$ cat src/rtl/bitmap_priority_ready_queue_macros.svh
// Assertion macros used by the ready queue level controller.
`ifndef BITMAP_PRIORITY_READY_QUEUE_MACROS_SVH
`define BITMAP_PRIORITY_READY_QUEUE_MACROS_SVH

`ifndef NO_ASSERTIONS
// Property checked on every rising clock edge outside reset.
`define BRQ_ASSERT(lbl, clk, rst, prop) \
  lbl: assert property (@(posedge clk) disable iff (rst) (prop)) \
    else $error("brq assertion failed");
// Consequent checked at the clock edge after the antecedent holds.
`define BRQ_ASSERT_NEXT(lbl, clk, rst, ante, cons) \
  lbl: assert property (@(posedge clk) disable iff (rst) (ante) |=> (cons)) \
    else $error("brq assertion failed");
`else
`define BRQ_ASSERT(lbl, clk, rst, prop)
`define BRQ_ASSERT_NEXT(lbl, clk, rst, ante, cons)
`endif

`endif

$ cat src/rtl/brq_pkg.sv
// Package with sizes, status codes and shared types of the ready queue.
package brq_pkg;

  localparam int LEVELS      = 32;
  localparam int LEVEL_DEPTH = 16;
  localparam int ENTRIES     = LEVELS * LEVEL_DEPTH;

  localparam int LVL_W    = $clog2(LEVELS);
  localparam int PTR_W    = $clog2(LEVEL_DEPTH);
  localparam int FILL_W   = $clog2(LEVEL_DEPTH + 1);
  localparam int ADDR_W   = $clog2(ENTRIES);
  localparam int CNT_W    = $clog2(ENTRIES + 1);

  localparam int OP_W     = 1;
  localparam int PID_W    = 8;
  localparam int PRIO_W   = 5;
  localparam int TIME_W   = 32;
  localparam int STATUS_W = 2;
  localparam int READY_W  = 10;
  localparam int BITMAP_W = 32;
  localparam int ENTRY_W  = PID_W + TIME_W;

  localparam logic [OP_W-1:0] OP_ENQUEUE = 1'b0;
  localparam logic [OP_W-1:0] OP_DEQUEUE = 1'b1;

  localparam logic [STATUS_W-1:0] STATUS_OK    = 2'd0;
  localparam logic [STATUS_W-1:0] STATUS_FULL  = 2'd1;
  localparam logic [STATUS_W-1:0] STATUS_EMPTY = 2'd2;

  typedef struct packed {
    logic [OP_W-1:0]   opcode;
    logic [PID_W-1:0]  process_id;
    logic [PRIO_W-1:0] priority_level;
    logic [TIME_W-1:0] enter_time;
  } brq_cmd_t;

  typedef struct packed {
    logic [STATUS_W-1:0] status;
    logic                deq_ok;
    logic [READY_W-1:0]  ready_count;
    logic [BITMAP_W-1:0] level_bitmap;
  } brq_res_t;

  typedef struct packed {
    logic               wr_en;
    logic               rd_en;
    logic [ADDR_W-1:0]  addr;
    logic [ENTRY_W-1:0] wdata;
  } brq_mem_req_t;

endpackage

$ cat src/rtl/brq_level_ctrl.sv
// Per-level FIFO pointers, fill counts, non-empty bitmap and total count.
`include "bitmap_priority_ready_queue_macros.svh"

module brq_level_ctrl (
  input  logic                  clk,
  input  logic                  rst,
  input  logic                  take,
  input  brq_pkg::brq_cmd_t     cmd,
  output brq_pkg::brq_res_t     res,
  output brq_pkg::brq_mem_req_t mem
);
  import brq_pkg::*;

  logic [PTR_W-1:0]  head [LEVELS];
  logic [PTR_W-1:0]  tail [LEVELS];
  logic [FILL_W-1:0] fill [LEVELS];
  logic [LEVELS-1:0] bitmap;
  logic [CNT_W-1:0]  count;

  logic [LEVELS-1:0] bitmap_next;
  logic [CNT_W-1:0]  count_next;

  logic              lvl_ok;
  logic              found;
  logic [LVL_W-1:0]  enq_idx;
  logic [LVL_W-1:0]  enc_idx;
  logic [LVL_W-1:0]  sel_idx;
  logic [FILL_W-1:0] sel_fill;
  logic [PTR_W-1:0]  sel_head;
  logic [PTR_W-1:0]  sel_tail;
  logic              enq_go;
  logic              deq_go;
  logic [LEVELS-1:0] fill_nz;

  function automatic logic [PTR_W-1:0] wrap_inc(input logic [PTR_W-1:0] p);
    return (p == PTR_W'(LEVEL_DEPTH - 1)) ? '0 : PTR_W'(p + 1'b1);
  endfunction

  // Lowest set bit wins: scan from the top so the lowest index lands last.
  always_comb begin
    enc_idx = '0;
    for (int i = LEVELS - 1; i >= 0; i--) begin
      if (bitmap[i]) begin
        enc_idx = LVL_W'(i);
      end
    end
  end

  always_comb begin
    found    = |bitmap;
    lvl_ok   = 32'(cmd.priority_level) < LEVELS;
    enq_idx  = cmd.priority_level[LVL_W-1:0];
    sel_idx  = (cmd.opcode == OP_DEQUEUE) ? enc_idx : enq_idx;
    sel_fill = fill[sel_idx];
    sel_head = head[sel_idx];
    sel_tail = tail[sel_idx];
    enq_go   = (cmd.opcode == OP_ENQUEUE) && lvl_ok &&
               (sel_fill != FILL_W'(LEVEL_DEPTH));
    deq_go   = (cmd.opcode == OP_DEQUEUE) && found && (sel_fill != '0);

    bitmap_next = bitmap;
    count_next  = count;
    if (take && enq_go) begin
      bitmap_next[sel_idx] = 1'b1;
      count_next           = CNT_W'(count + 1'b1);
    end else if (take && deq_go) begin
      if (sel_fill == FILL_W'(1)) begin
        bitmap_next[sel_idx] = 1'b0;
      end
      if (count != '0) begin
        count_next = CNT_W'(count - 1'b1);
      end
    end

    if (cmd.opcode == OP_DEQUEUE) begin
      res.status = deq_go ? STATUS_OK : STATUS_EMPTY;
    end else begin
      res.status = enq_go ? STATUS_OK : STATUS_FULL;
    end
    res.deq_ok       = deq_go;
    res.ready_count  = READY_W'(count_next);
    res.level_bitmap = BITMAP_W'(bitmap_next);

    mem.wr_en = take && enq_go;
    mem.rd_en = take && deq_go;
    mem.addr  = ADDR_W'(ADDR_W'(sel_idx) * ADDR_W'(LEVEL_DEPTH)) +
                ADDR_W'((cmd.opcode == OP_DEQUEUE) ? sel_head : sel_tail);
    mem.wdata = {cmd.process_id, cmd.enter_time};
  end

  always_ff @(posedge clk) begin
    if (rst) begin
      for (int i = 0; i < LEVELS; i++) begin
        head[i] <= '0;
        tail[i] <= '0;
        fill[i] <= '0;
      end
      bitmap <= '0;
      count  <= '0;
    end else begin
      if (take && enq_go) begin
        tail[sel_idx] <= wrap_inc(sel_tail);
        fill[sel_idx] <= FILL_W'(sel_fill + 1'b1);
      end else if (take && deq_go) begin
        head[sel_idx] <= wrap_inc(sel_head);
        fill[sel_idx] <= FILL_W'(sel_fill - 1'b1);
      end
      bitmap <= bitmap_next;
      count  <= count_next;
    end
  end

  always_comb begin
    for (int i = 0; i < LEVELS; i++) begin
      fill_nz[i] = (fill[i] != '0);
    end
  end

  `BRQ_ASSERT(a_bitmap_tracks_fill, clk, rst, bitmap == fill_nz)
  `BRQ_ASSERT(a_empty_count_no_bits, clk, rst, (count != '0) || (bitmap == '0))
  `BRQ_ASSERT_NEXT(a_enq_sets_bit, clk, rst, take && enq_go, bitmap[$past(enq_idx)])
  `BRQ_ASSERT_NEXT(a_deq_counts_down, clk, rst, take && deq_go, count == $past(count) - 1'b1)

endmodule

$ cat config.mk
export PLATFORM = sky130hd
export DESIGN_NAME = brq_level_ctrl
export DESIGN_NICKNAME = d
export VERILOG_FILES = /design/src/rtl/brq_pkg.sv /design/src/rtl/brq_level_ctrl.sv
export VERILOG_INCLUDE_DIRS = /design/src /design/src/rtl
export SDC_FILE = /design/constraint.sdc
export NUM_CORES = 1
export LEC_CHECK = 0
export BUFFER_PORTS_ARGS = -buffer_cell sky130_fd_sc_hd__buf_4
export CORE_UTILIZATION = 61
export DETAILED_ROUTE_END_ITERATION = 10
export PLACE_DENSITY = 0.81
export SYNTH_ARGS = -nofsm -noshare
export SYNTH_HDL_FRONTEND = slang
export SYNTH_SLANG_ARGS = --single-unit
$ cat constraint.sdc
create_clock -name clk -period 7.5 [get_ports clk]
set_clock_uncertainty 0.1 [all_clocks]
set_input_delay 1.125 -clock clk [delete_from_list [all_inputs] [get_ports clk]]
set_output_delay 1.125 -clock clk [all_outputs]
set_load 0.005 [all_outputs]
# ---- Word level (Yosys, flattened, before mapping)
# Memory sizes are Yosys's and may differ from the RTL's.
# Cells that the tools add are included.
dict set report op_classes {
  n_addsub 7
  bitwise 5
  muxes 66
  eq_ne 4
  n_reduce_logical 12
  order_cmp 2
}
# operator count
set op_table {}
lappend op_table {{5-bit 2-to-1 mux} 38}
lappend op_table {{32-bit 2-to-1 mux} 3}
lappend op_table {{32-bit bitwise AND} 1}
lappend op_table {{32-bit inverter} 1}
lappend op_table {{32-bit bitwise OR} 1}
lappend op_table {{32-bit OR reduction} 1}
lappend op_table {{10-bit 2-to-1 mux} 3}
lappend op_table {{4-bit 2-to-1 mux} 5}
lappend op_table {{1-bit 2-to-1 mux} 14}
lappend op_table {{10-bit by 1-bit adder with 10-bit output (second input constant)} 1}
lappend op_table {{10-bit nonzero test} 1}
lappend op_table {{10-bit by 1-bit subtractor with 10-bit output (second input constant)} 1}
lappend op_table {{9-bit by 4-bit adder with 9-bit output} 1}
lappend op_table {{4-bit by 1-bit adder with 4-bit output (second input constant)} 2}
lappend op_table {{4-bit equality test (second input constant)} 2}
lappend op_table {{4-bit OR reduction} 2}
lappend op_table {{1-bit logical AND} 6}
lappend op_table {{5-bit by 6-bit less-than comparator with 1-bit output (second input constant)} 1}
lappend op_table {{5-bit by 1-bit adder with 5-bit output (second input constant)} 1}
lappend op_table {{1-bit demux with 5-bit select} 1}
lappend op_table {{5-bit by 1-bit equality test with 1-bit output (second input constant)} 1}
lappend op_table {{5-bit by 1-bit >= comparator with 1-bit output (second input constant)} 1}
lappend op_table {{5-bit inequality test (second input constant)} 1}
lappend op_table {{5-bit nonzero test} 1}
lappend op_table {{5 further kinds} 6}
dict set report totals {
  n_memories 3
  ramBits 416
  ff_bits 42
  inputBits 49
  out_inout_bits 96
  word_cells 101
}
# memory words word_bits read_ports rd_clocked_by_memory_dff write_ports line
set mem_list {}
lappend mem_list {fill 32 5 1 0 32 brq_level_ctrl.sv:16} ;# logic [FILL_W-1:0] fill [LEVELS];
lappend mem_list {head 32 4 1 0 32 brq_level_ctrl.sv:14} ;# logic [PTR_W-1:0] head [LEVELS];
lappend mem_list {tail 32 4 1 0 32 brq_level_ctrl.sv:15} ;# logic [PTR_W-1:0] tail [LEVELS];

# ---- Logic depth before layout (Yosys ltp)
# Gate-level depths: netlist (run 1).
# An unclocked memory read counts as a cell.
dict set report logic_depth {
  ltp_word 44
  depth_mapped 22
  depth_no_buf 16
}

# ---- Least setup slack after synthesis (run 1)
# OpenSTA, ideal clock, no wires.
dict set report synth_timing {
  path_kind {input -> output}
  from {input port cmd[45] (netlist bit)}
  to {output port res[32] (netlist bit)}
  path_buffers 7
  setup_slack_ns 1.347
  t_arrival_ns 4.928
  required_ns 6.275
  path_stages 21
  path_cell_list {or3b_2 -> nor3_1 -> o21a_1 -> a21boi_2 -> inv_2 -> buf_4 -> buf_4 -> buf_4 -> buf_4 -> mux2i_1 -> o22ai_1 -> nor4_1 -> o221ai_1 -> inv_1 -> ha_1 -> clkbuf_1 -> a41oi_4 -> buf_4 -> buf_4 -> nor3_1 -> nor2_1}
}
# element line
set synth_lines {}
lappend synth_lines {{start, declared} brq_level_ctrl.sv:8} ;# input brq_pkg::brq_cmd_t cmd,
lappend synth_lines {{end, declared} brq_level_ctrl.sv:9} ;# output brq_pkg::brq_res_t res,

==> results.txt, run 1 <==
critical path arrival = 5950 ps
final setup fails = 0
count leader, synth = edfxtp_1
initial antenna violation count = 2
clk slew on worst S/H paths = 60 ps
hold crit path type = flip-flop to flip-flop
total gr overflow = 0
power share of the sequential group = 0.458
Sink Count = 458
Cell variety after synth = 98
Synth Area in Adders = 0.00379
largest net degree at the start of global routing = 89
vias in the first global route = 16,800
Hold Path Origin = count[5]$_SDFF_PP0_
# IOs = 145
Mapped Nets = 2,034
Hold Fails Final Rpt = 0
DR pass1 iterations = 6
Clock Path Buffers = 3
sequential fraction of the synthesis area = 0.577
Buffers on Ports = 64
Setup crit start kind = input pin
slew at the pin closest to its max-slew limit = 985 ps
row cnt = 70
full die area = 0.0387 mm^2
xor/xnor share of the synthesized area = 0.00341
RSZ-0062 raised after global routing = false
Int Pwr = 0.00455 W
Initial Utilization = 0.625
# diodes = 0
Sw Ratio = 0.287
Psw = 0.00183 W
synthesized area per cell = 11.7 um^2
capturing element type of the critical path = output port
fin. max-slew vios = 0
Placeable Area = 0.0370 mm^2
Root Buffer = clkbuf_16
asr flop ratio synth = 0
final core occ = 0.681
WHS = 534 ps
Skew-Pair Late Insertion Delay = 580 ps
outcome = completed
nets = 2,013
maximum vdd drop = 0.000281 V
fin crit period = 7170 ps
gp weighted congestion = 1.03
Tcrit/Tclk final = 0.956
power density cells = 253 mW/mm^2
clock share of power = 0.363
DRT Wirelength = 72.9 mm
layout cells sized above 1 = 0.161
Pleak = 8.92 nW
CTS buffer count = 46
Synth top area share = 0.540
ys flop type = edfxtp_1
Die Y = 197 um
dominant cells by area after synthesis = edfxtp_1 (54%), nor2_1 (6.3%), mux4_2 (6.1%), dfxtp_1 (3.6%), nor3_1 (2.4%)
f_max = 139 MHz
number of synthesized flops with an enable pin = 416
wire per inst = 29.2 um
Critical Path Start = cmd[45]
Final ANT Viol Nets = 0
compound-gate portion of the synthesized area = 0.116
CTS tree = built
total number of vias = 17,600
CTS H-Tree Depth = 2
Synth Area in Simple Gates = 0.166
cell type with the largest total area after synthesis = edfxtp_1
Max-cap violations = 0
Syn Inst Count = 1,978
first-pass GRT wire length = 106 mm
worst r2r src = bitmap[15]$_SDFF_PP0_
Detailed Place HPWL = 50.6 mm
CP Class = input pin to output port
worst rel slew slack = 0.341
mux contribution to synthesized area = 0.0821
residual DRC count = 0
Post-synth top cells = edfxtp_1 (416), nor2_1 (385), nor3_1 (113)
Critical Path RT = 6270 ps
synthesized area = 0.0231 mm^2
Yosys Warn Count = 0
Gate power share = 0.179
First DRT Iteration DRCs = 2,853
chip width = 197 um
main combinational cell family by area after synthesis = simple AND/OR/NAND/NOR gates
FF+latch count, synth = 458
GRT Util Overall = 0.378
critical path peak fanout = 22
Final TNS setup = 0 ps
area grow syn2layout = 8.90%
vias per cell = 7.05
critical path, stage by stage:
cell	delay (ps)
buf_4	280
or3b_2	490
nor3_1	360
o21ai_2	300
nand2_2	400
inv_2	270
a21oi_1	190
a21oi_1	120
o221ai_1	450
inv_1	150
ha_1	380
a41oi_4	540
a21oi_1	150
a21oi_1	510
buf_4	210
area by class of cell:
| class | count | area, um^2 |
|---|---|---|
| clock inverters | 26 | 288 |
| flip-flops and latches | 458 | 13300 |
| well taps | 504 | 631 |
| repair buffers | 131 | 1050 |
| clock buffers | 55 | 1180 |
| fillers | 2638 | 11800 |
| multi-input cells | 1302 | 8620 |
| inverters | 18 | 70.1 |
through the flow:
| stage | instance area (um^2) | power, W | std cells | worst slack, ps |
|---|---|---|---|---|
| 6_report | 25200 | 0.00638 | 2494 | 327 |
| 5_1_grt | 25200 | 0.00649 | 2494 | 162 |
| 4_1_cts | 25200 | 0.00633 | 2494 | 218 |
| 3_5_place_dp | 23700 | 0.00406 | 2413 | 238 |
| 3_3_place_gp | 23700 | 0.00404 | 2413 | 308 |
| 2_1_floorplan | 23100 | 0.00369 | 1978 | 1350 |
power groups by stage:
stage	Sequential, W	Clock [W]	Combinational (W)
after floorplan	0.00294	0	0.000746
after global placement	0.00296	0	0.00108
after detailed placement	0.00297	0	0.00110
after CTS	0.00292	0.00230	0.00111
after global routing	0.00292	0.00239	0.00118
final	0.00292	0.00231	0.00114
cells by family after synthesis:
logic type / count (synthesis)
AO/OA/AOI/OAI: 363
XOR/XNOR: 9
AND/OR/NAND/NOR: 814
buffers and inverters: 218
adder cells (fa/ha/maj): 7
multiplexers: 109
flip-flops: 458
placed cells by master, fill, tap and decap left out, types with 15 or more instances in the layout:
cell,synthesis,final
inv_1,16,16
o21ai_0,22,22
clkbuf_16,0,46
nand2_1,103,102
a21o_1,63,63
a21oi_1,88,88
o21bai_1,30,30
mux4_2,63,63
nand3_1,35,35
edfxtp_1,416,416
nor2_1,385,385
buf_4,67,126
dfxtp_1,42,42
a22oi_1,37,37
mux2i_1,31,31
nor2b_1,46,46
nand4_1,15,15
nor3_1,113,113
nand2b_1,20,20
worst paths after layout:
| path | cells after the start | endpoint | slack (ps) |
|---|---|---|---|
| setup / recovery | 15 | res[12] | 330 |
| hold / removal | 2 | count[5]$_SDFF_PP0_ | 530 |
| setup reg to reg | 14 | tail[13][1]$_SDFFCE_PN0P_ | 1490 |
| hold reg to reg | 2 | count[5]$_SDFF_PP0_ | 530 |
state kept, by name (all words and copies together) (netlist names):
signal	flops
count	10
fill	160
tail	128
bitmap	32
head	128
metal layers:
metal | wire length [um] | up-vias | GRT usage
met1 | 24500 | 8363 | 0.482
met5 | 0 | - | 0
met4 | 5500 | 0 | 0.239
met2 | 32700 | 1547 | 0.577
li1 | - | 7287 | -
met3 | 10300 | 376 | 0.0994
repair_timing:
action	CTS	global route
resized for setup	0	1
endpoints found under the setup margin	0	17
buffers inserted	0	0
hold buffers	0	0
Power figures use the tool's default switching activity.
==> run 2, diff against run 1 <==
--- a/config.mk
+++ b/config.mk
@@ -7,9 +7,9 @@
 export NUM_CORES = 1
 export LEC_CHECK = 0
 export BUFFER_PORTS_ARGS = -buffer_cell sky130_fd_sc_hd__buf_4
-export CORE_UTILIZATION = 61
+export CORE_UTILIZATION = 50
 export DETAILED_ROUTE_END_ITERATION = 10
-export PLACE_DENSITY = 0.81
+export PLACE_DENSITY = 0.69
 export SYNTH_ARGS = -nofsm -noshare
 export SYNTH_HDL_FRONTEND = slang
 export SYNTH_SLANG_ARGS = --single-unit
==> run 2 against run 1 <==
Effect of this change: combinational power hardly changed; largest cell class unchanged; sequential power hardly changed; non-clock buffer count is 1 higher; global-route usage is 6.1 points lower; wire length is 3.0% higher; core utilization is 12 points lower; final cell count is 4.1% higher; register-to-register slack worse by 220 ps; total power is 2.3% higher; sequential share of layout area is 0.46 points lower; setup slack better by 160 ps; design area is 0.88% higher.
==> results.txt, run 2 (synthesis results as in run 1) <==
outcome = completed
Die Y = 217 um
Critical Path RT = 6270 ps
total gr overflow = 0
total number of vias = 17,500
critical-path cell list = buf_4 > buf_4 > nor2b_1 > or3_1 > or2_1 > a211o_1 > nand2_4 > inv_1 > buf_4 > a2111oi_0 > buf_4 > o22a_1 > nand2_1 > ha_1 > and4_4 > nor3_4 > mux2_2 > nand3_1 > buf_4
commonest non-fill, non-tap cell in the layout = edfxtp_1
hold crit path type = flip-flop to flip-flop
GRT Util Overall = 0.317
Max-cap violations = 0
Final TNS setup = 0 ps
clk slew on worst S/H paths = 70 ps
largest net degree at the start of global routing = 75
critical path peak fanout = 21
vias in the first global route = 16,700
Resized cells post-CTS = 0
most frequent cells in the layout = edfxtp_1 (416), nor2_1 (385), buf_4 (130), nor3_1 (113), nand2_1 (103)
CTS tree = built
register with the most flip-flops = fill
Pleak = 8.96 nW
wire per inst = 28.9 um
Largest register FFs = 160
area occupied by multi-input gates = 0.00862 mm^2
initial antenna violation count = 0
full die area = 0.0471 mm^2
CP peak stage delay = 460 ps
RSZ-0062 raised after global routing = false
f_max = 143 MHz
# IOs = 145
Post-DP Area = 0.0238 mm^2
First DRT Iteration DRCs = 2,595
FF+latch area = 0.0133 mm^2
Root Buffer = clkbuf_16
CTS buffer count = 48
Detailed Place HPWL = 53.2 mm
Placeable Area = 0.0455 mm^2
first-pass GRT wire length = 109 mm
post-CTS setup buffer count = 0
Skew-Pair Late Insertion Delay = 580 ps
Initial Utilization = 0.508
Setup crit start kind = input pin
DR pass1 iterations = 7
capturing element type of the critical path = output port
final setup fails = 0
maximum vdd drop = 0.000310 V
critical path's slowest cell = a2111oi_0
slew at the pin closest to its max-slew limit = 1450 ps
gp weighted congestion = 0.981
worst rel slew slack = 0.0299
residual DRC count = 0
Regs by FF count = fill (160), head (128), tail (128)
Final ANT Viol Nets = 0
Hold-fix buffers, CTS = 0
row cnt = 78
fin crit period = 7020 ps
area grow syn2layout = 9.86%
critical path arrival = 5790 ps
power density cells = 257 mW/mm^2
Hold Fails Final Rpt = 0
DRT Wirelength = 75.1 mm
CTS H-Tree Depth = 2
Buffers on Ports = 64
nets = 2,016
Most common cell on crit path = buf_4
Tcrit/Tclk final = 0.936
CP Class = input pin to output port
layout cells sized above 1 = 0.165
cell area after layout = 0.0254 mm^2
Sink Count = 458
Clock Path Buffers = 3
number of fill cells in the layout = 3,830
# diodes = 0
fin. max-slew vios = 0
vias per cell = 6.72
chip width = 217 um
==> run 2: cell types whose count changed in the layout (fill, tap and decap cells not counted), moves of 2 or more <==
cell / delta
clkinvlp_4: +4
inv_6: -2
buf_12: -3
clkbuf_16: +4
buf_4: +4
clkbuf_8: +4
clkbuf_1: -3
==> run 2: final cells by class <==
type                            instances  share of cell area
Timing Repair Buffer                  132              0.0400
Tap cell                              600              0.0296
Clock buffer                           60              0.0523
Multi-Input combinational cell       1302               0.339
Inverter                               18             0.00276
Sequential cell                       458               0.525
Clock inverter                         27              0.0108
==> run 2: critical path: cells and delay by family <==
family	cells	cell delay (ps)
fa+ha+maj	1	300
buf+inv	6	1260
compound gates	3	930
simple gates	8	1760
mux	1	390
==> run 2: report_power, final <==
group	internal [W]	switching, W	leakage [nW]
Sequential	0.00287	0.0000428	4.64
Clock	0.00143	0.00103	0.772
Combinational	0.000337	0.000815	3.55
==> run 2: per-stage QoR <==
stage	power, W	setup WS, ps	util	instances	hold WS (ps)
5_1_grt	0.00665	297	0.558	2597	597
3_3_place_gp	0.00407	612	0.523	2510	512
2_1_floorplan	0.00369	1350	-	1978	463
6_report	0.00652	483	0.558	2597	543
3_5_place_dp	0.00409	595	0.523	2510	526
4_1_cts	0.00649	561	0.558	2597	541
==> run 2: final timing paths <==
kind                    startpoint                   endpoint  slack [ps]  depth (start not counted)
max                        cmd[45]                    res[33]         480                         19
min            count[2]$_SDFF_PP0_        count[2]$_SDFF_PP0_         540                          2
max reg2reg  bitmap[11]$_SDFF_PP0_  fill[21][3]$_SDFFCE_PN0P_        1270                         15
min reg2reg    count[2]$_SDFF_PP0_        count[2]$_SDFF_PP0_         540                          2
==> run 2: layer usage <==
metal  global-route usage  share of wire  up-vias
li1                     -              -     7306
met1                0.435           0.38     8688
met4                0.146          0.050        0
met2                0.489           0.46     1243
met5                    0              0        -
met3               0.0605           0.11      227
